`config.mk`:
```
export PLATFORM = sky130hd
export DESIGN_NAME = iawd_div_stage
export DESIGN_NICKNAME = d
export VERILOG_FILES = /design/src/sv/iawd_pkg.sv /design/src/sv/iawd_div_stage.sv
export SDC_FILE = /design/constraint.sdc
export NUM_CORES = 1
export LEC_CHECK = 0
export BUFFER_PORTS_ARGS = -buffer_cell sky130_fd_sc_hd__buf_2
export CORE_MARGIN = 3
export CORE_UTILIZATION = 40
export DETAILED_ROUTE_END_ITERATION = 10
export PLACE_DENSITY_LB_ADDON = 0.05
export SLEW_MARGIN = 40
export SYNTH_ARGS = -nofsm -noshare
export SYNTH_HDL_FRONTEND = slang
export SYNTH_SLANG_ARGS = --single-unit
```
`constraint.sdc`:
```
create_clock -name clk -period 15.9 [get_ports clk]
set_clock_uncertainty 0.05 [all_clocks]
set_input_delay 3.18 -clock clk [delete_from_list [all_inputs] [get_ports clk]]
set_output_delay 3.18 -clock clk [all_outputs]
set_load 0.005 [all_outputs]
```
`src/sv/iawd_pkg.sv`:
```
`timescale 1ns / 1ps
`default_nettype none
// ----------------------------------------------------------------------------
// iawd_pkg
// shared commands, status codes and widths of the integer alu with divide
// ----------------------------------------------------------------------------
package iawd_pkg;

    localparam int IawdDataWidth = 64;
    localparam int CmdWidth      = 5;
    localparam int StatusWidth   = 2;
    localparam int PortWidth     = 64;

    localparam logic [CmdWidth-1:0] CMD_ADD  = 5'd0;
    localparam logic [CmdWidth-1:0] CMD_SUB  = 5'd1;
    localparam logic [CmdWidth-1:0] CMD_MUL  = 5'd2;
    localparam logic [CmdWidth-1:0] CMD_DIV  = 5'd3;
    localparam logic [CmdWidth-1:0] CMD_MOD  = 5'd4;
    localparam logic [CmdWidth-1:0] CMD_EQ   = 5'd5;
    localparam logic [CmdWidth-1:0] CMD_NE   = 5'd6;
    localparam logic [CmdWidth-1:0] CMD_LE   = 5'd7;
    localparam logic [CmdWidth-1:0] CMD_GE   = 5'd8;
    localparam logic [CmdWidth-1:0] CMD_LT   = 5'd9;
    localparam logic [CmdWidth-1:0] CMD_GT   = 5'd10;
    localparam logic [CmdWidth-1:0] CMD_NEG  = 5'd11;
    localparam logic [CmdWidth-1:0] CMD_NOT  = 5'd12;
    localparam logic [CmdWidth-1:0] CMD_AND  = 5'd13;
    localparam logic [CmdWidth-1:0] CMD_OR   = 5'd14;
    localparam logic [CmdWidth-1:0] CMD_XOR  = 5'd15;
    localparam logic [CmdWidth-1:0] CMD_CPL  = 5'd16;
    localparam logic [CmdWidth-1:0] CMD_SHL  = 5'd17;
    localparam logic [CmdWidth-1:0] CMD_SHR  = 5'd18;

    localparam logic [StatusWidth-1:0] ST_OK      = 2'd0;
    localparam logic [StatusWidth-1:0] ST_DIV_ZER = 2'd1;
    localparam logic [StatusWidth-1:0] ST_MOD_ZER = 2'd2;

endpackage
`default_nettype wire

```
`src/sv/iawd_div_stage.sv`:
```
`timescale 1ns / 1ps
`default_nettype none
// ----------------------------------------------------------------------------
// iawd_div_stage
// one registered stage of the unsigned restoring divider, STEPS bits per stage
// ----------------------------------------------------------------------------
module iawd_div_stage
    import iawd_pkg::*;
#(
    parameter int W     = IawdDataWidth,
    parameter int STEPS = 4
)
(
    input  wire logic         clk,
    input  wire logic         en,
    input  wire logic [W-1:0] rem_in,
    input  wire logic [W-1:0] quo_in,
    input  wire logic [W-1:0] dvs_in,
    output logic      [W-1:0] rem_out,
    output logic      [W-1:0] quo_out,
    output logic      [W-1:0] dvs_out
);

    logic [W-1:0] rem_next;
    logic [W-1:0] quo_next;

    always_comb
    begin
        logic [W:0] trial;
        rem_next = rem_in;
        quo_next = quo_in;
        for (int i = 0; i < STEPS; i++)
        begin
            trial = {rem_next, quo_next[W-1]} - {1'b0, dvs_in};
            quo_next = {quo_next[W-2:0], ~trial[W]};
            if (!trial[W])
            begin
                rem_next = trial[W-1:0];
            end
            else
            begin
                rem_next = {rem_next[W-2:0], quo_in[W-1-i]};
            end
        end
    end

    always_ff @(posedge clk)
    begin
        if (en)
        begin
            rem_out <= rem_next;
            quo_out <= quo_next;
            dvs_out <= dvs_in;
        end
    end

endmodule
`default_nettype wire

```
==> impl_metrics.ini <==
[status]
run_status = completed

[sta]
clock.fmax_mhz = 65.3
min_period_ps = 15320
finalHoldViolCount = 0
slew_violations = 0
worst-slew-pin-transition_ps = 787
slew_headroom_pct = 47.0
holdWs_ps = 2790
setup_viol = 0
fin_crit_sh_pct = 96.3

[layout]
regArea_um2 = 5770
drive_gt1_share_pct = 34.5
nets = 4811
n_fill_cell = 5693
final_util_pct = 58.3
multi_input_area_um2 = 17700
synthToLayoutAreaGrowth_pct = 44.1
final_area_um2 = 35200
instances_no_fill = 5153

[min_path]
holdCritPathClass = input pin to flop

[placement]
dp.cells = 5110
io_buffers = 385
finalWeightedCongestion = 1.00
hpwl_um = 91100
dpl-instance-area_um2 = 34300

[routing]
drc = 0
avgViaCountPerCell = 5.57
drtPass1Iterations = 6
wl_um = 107000
vias = 28700
final_antenna_net_count = 0
drt_iter0_markers = 2785
route.detailed.wl_per_inst_um = 20.8

[job]
drv_cap = 0

[clock_tree]
numCtsBuffers = 17
htreeDepth = 4
cts_max_path_buffers = 2
cts_hold_buf = 0
cts.clk_slew.worst_paths_ps = 90
cts_tree = done
cts-root-buf = clkbuf_16
cts.sinks = 192

[yosys]
synth_commonest_cells = nand2_1 (493), a21oi_1 (328), ha_1 (256), o21ai_0 (234), edfxtp_1 (192)
ys.flop_type = edfxtp_1
yosysWarnings = 0
ys_ff_latch = 192
ys_seq_area_share_pct = 23.6
yosysTopAreaCellShare_pct = 23.6
synth_nets = 3569
syn_inst = 3115
synth.most_common_cell = nand2_1
synth_edf_count = 192
syn-cell-area_um2 = 24500
ys_top_cells_by_area = edfxtp_1 (24%), ha_1 (13%), nand2_1 (7.6%)
netlist-cell-type-count = 87
yosysTopAreaCell = edfxtp_1
synth-async-reset-ratio_pct = 0
avgSynthCellArea_um2 = 7.85

[critical_path]
crit_fanout = 13
cp_top_family = compound AO/OA/AOI/OAI gates
cp.arrival_ps = 15530
startpoint_type = input pin
worstPathRequired_ps = 16110
crit_top_cell = buf_4
cp-end-kind = flop
critPathBufInv = 19
cp_slowest_cell = or4_1
path_class = input pin to flop
slowest_delay_ps = 550

[global_route]
overflow = 0
grt_pass1_vias = 27400
antenna_found_initial = 2
grt_use_total_pct = 32.3
grt_max_degree = 70
grt_pass1_wl_um = 159000

[floorplan]
die_x_um = 253
fp.dieH_um = 253
core_area_um2 = 60500
start_util_pct = 40.4
dieArea_um2 = 64100
io_pins = 386
core.rowCount = 90
registers in the layout, summed over array words and instances (netlist names):
| signal | flops |
|---|---|
| rem_out | 64 |
| quo_out | 64 |
| dvs_out | 64 |
cell type report:
| cell class | count | area share (%) |
|---|---|---|
| Multi-Input combinational cell | 2626 | 50.4 |
| Timing Repair Buffer | 1368 | 27.1 |
| Sequential cell | 192 | 16.4 |
| Tap cell | 782 | 2.78 |
| Inverter | 152 | 1.63 |
| Clock buffer | 17 | 1.21 |
| Clock inverter | 15 | 0.522 |
| Antenna cell | 1 | 0.00710 |
timing repair:
item,CTS,global route
cloned,0,2
resized for setup,6,61
pin swaps,0,26
setup endpoints to repair,47,65
buffers inserted,0,8
layer usage:
| layer | track usage (%) | vias to the layer above | share of wire [%] | routed length (um) |
|---|---|---|---|---|
| li1 | - | 13900 | - | - |
| met1 | 47.6 | 13500 | 48 | 50900 |
| met3 | 5.20 | 123 | 8.0 | 8540 |
| met4 | 6.99 | 2 | 2.0 | 2180 |
| met2 | 49.3 | 1176 | 42 | 45400 |
| met5 | 0 | - | 0.013 | 14 |
path summary, 6_finish.rpt:
check        from                     to  slack (ps)  cells after the start
max     dvs_in[2]  rem_out[62]$_DFFE_PP_         580                     65
min    quo_in[30]  quo_out[34]$_DFFE_PP_        2790                      1
through the flow:
step | setup WS [ps] | TNS, ps
floorplan | 169 | 0
global placement | -409 | -22010
detailed placement | -583 | -31880
CTS | 39.5 | 0
global route | -39.6 | -113
finish | 581 | 0
placed cells by master (no fill, tap or decap), types with 23 or more instances in the layout:
cell        n
xnor2_1   141
nor2_1    190
a211oi_1   36
a21o_1    118
nor3_1     35
and3_1     28
nand3_1    43
nor2b_1    24
xor2_1     98
o21ai_1    28
edfxtp_1  192
inv_1     147
mux2i_1    84
o211ai_1   27
o21a_1     33
ha_1      252
nand4_1    60
buf_2     383
o21bai_1   49
mux2_2     39
nand2b_1   23
buf_4     961
o21ai_0   214
a21oi_1   319
a31oi_1    47
nand2_1   493
kinds of logic (layout without fill, tap and decap cells):
| group | count (synthesis) | in the layout | synth area share (%) |
|---|---|---|---|
| AO/OA/AOI/OAI | 1030 | 1030 | 26.3 |
| other | 0 | 1 | 0 |
| multiplexers | 127 | 127 | 5.50 |
| buffers and inverters | 297 | 1552 | 4.81 |
| AND/OR/NAND/NOR | 965 | 965 | 17.5 |
| flip-flops | 192 | 192 | 23.6 |
| adder cells (fa/ha/maj) | 260 | 260 | 13.4 |
| XOR/XNOR | 244 | 244 | 8.92 |
Power is left out: the tool's default activity adds up to more than one toggle a clock period on the data nets, which glitch-free logic cannot reach.
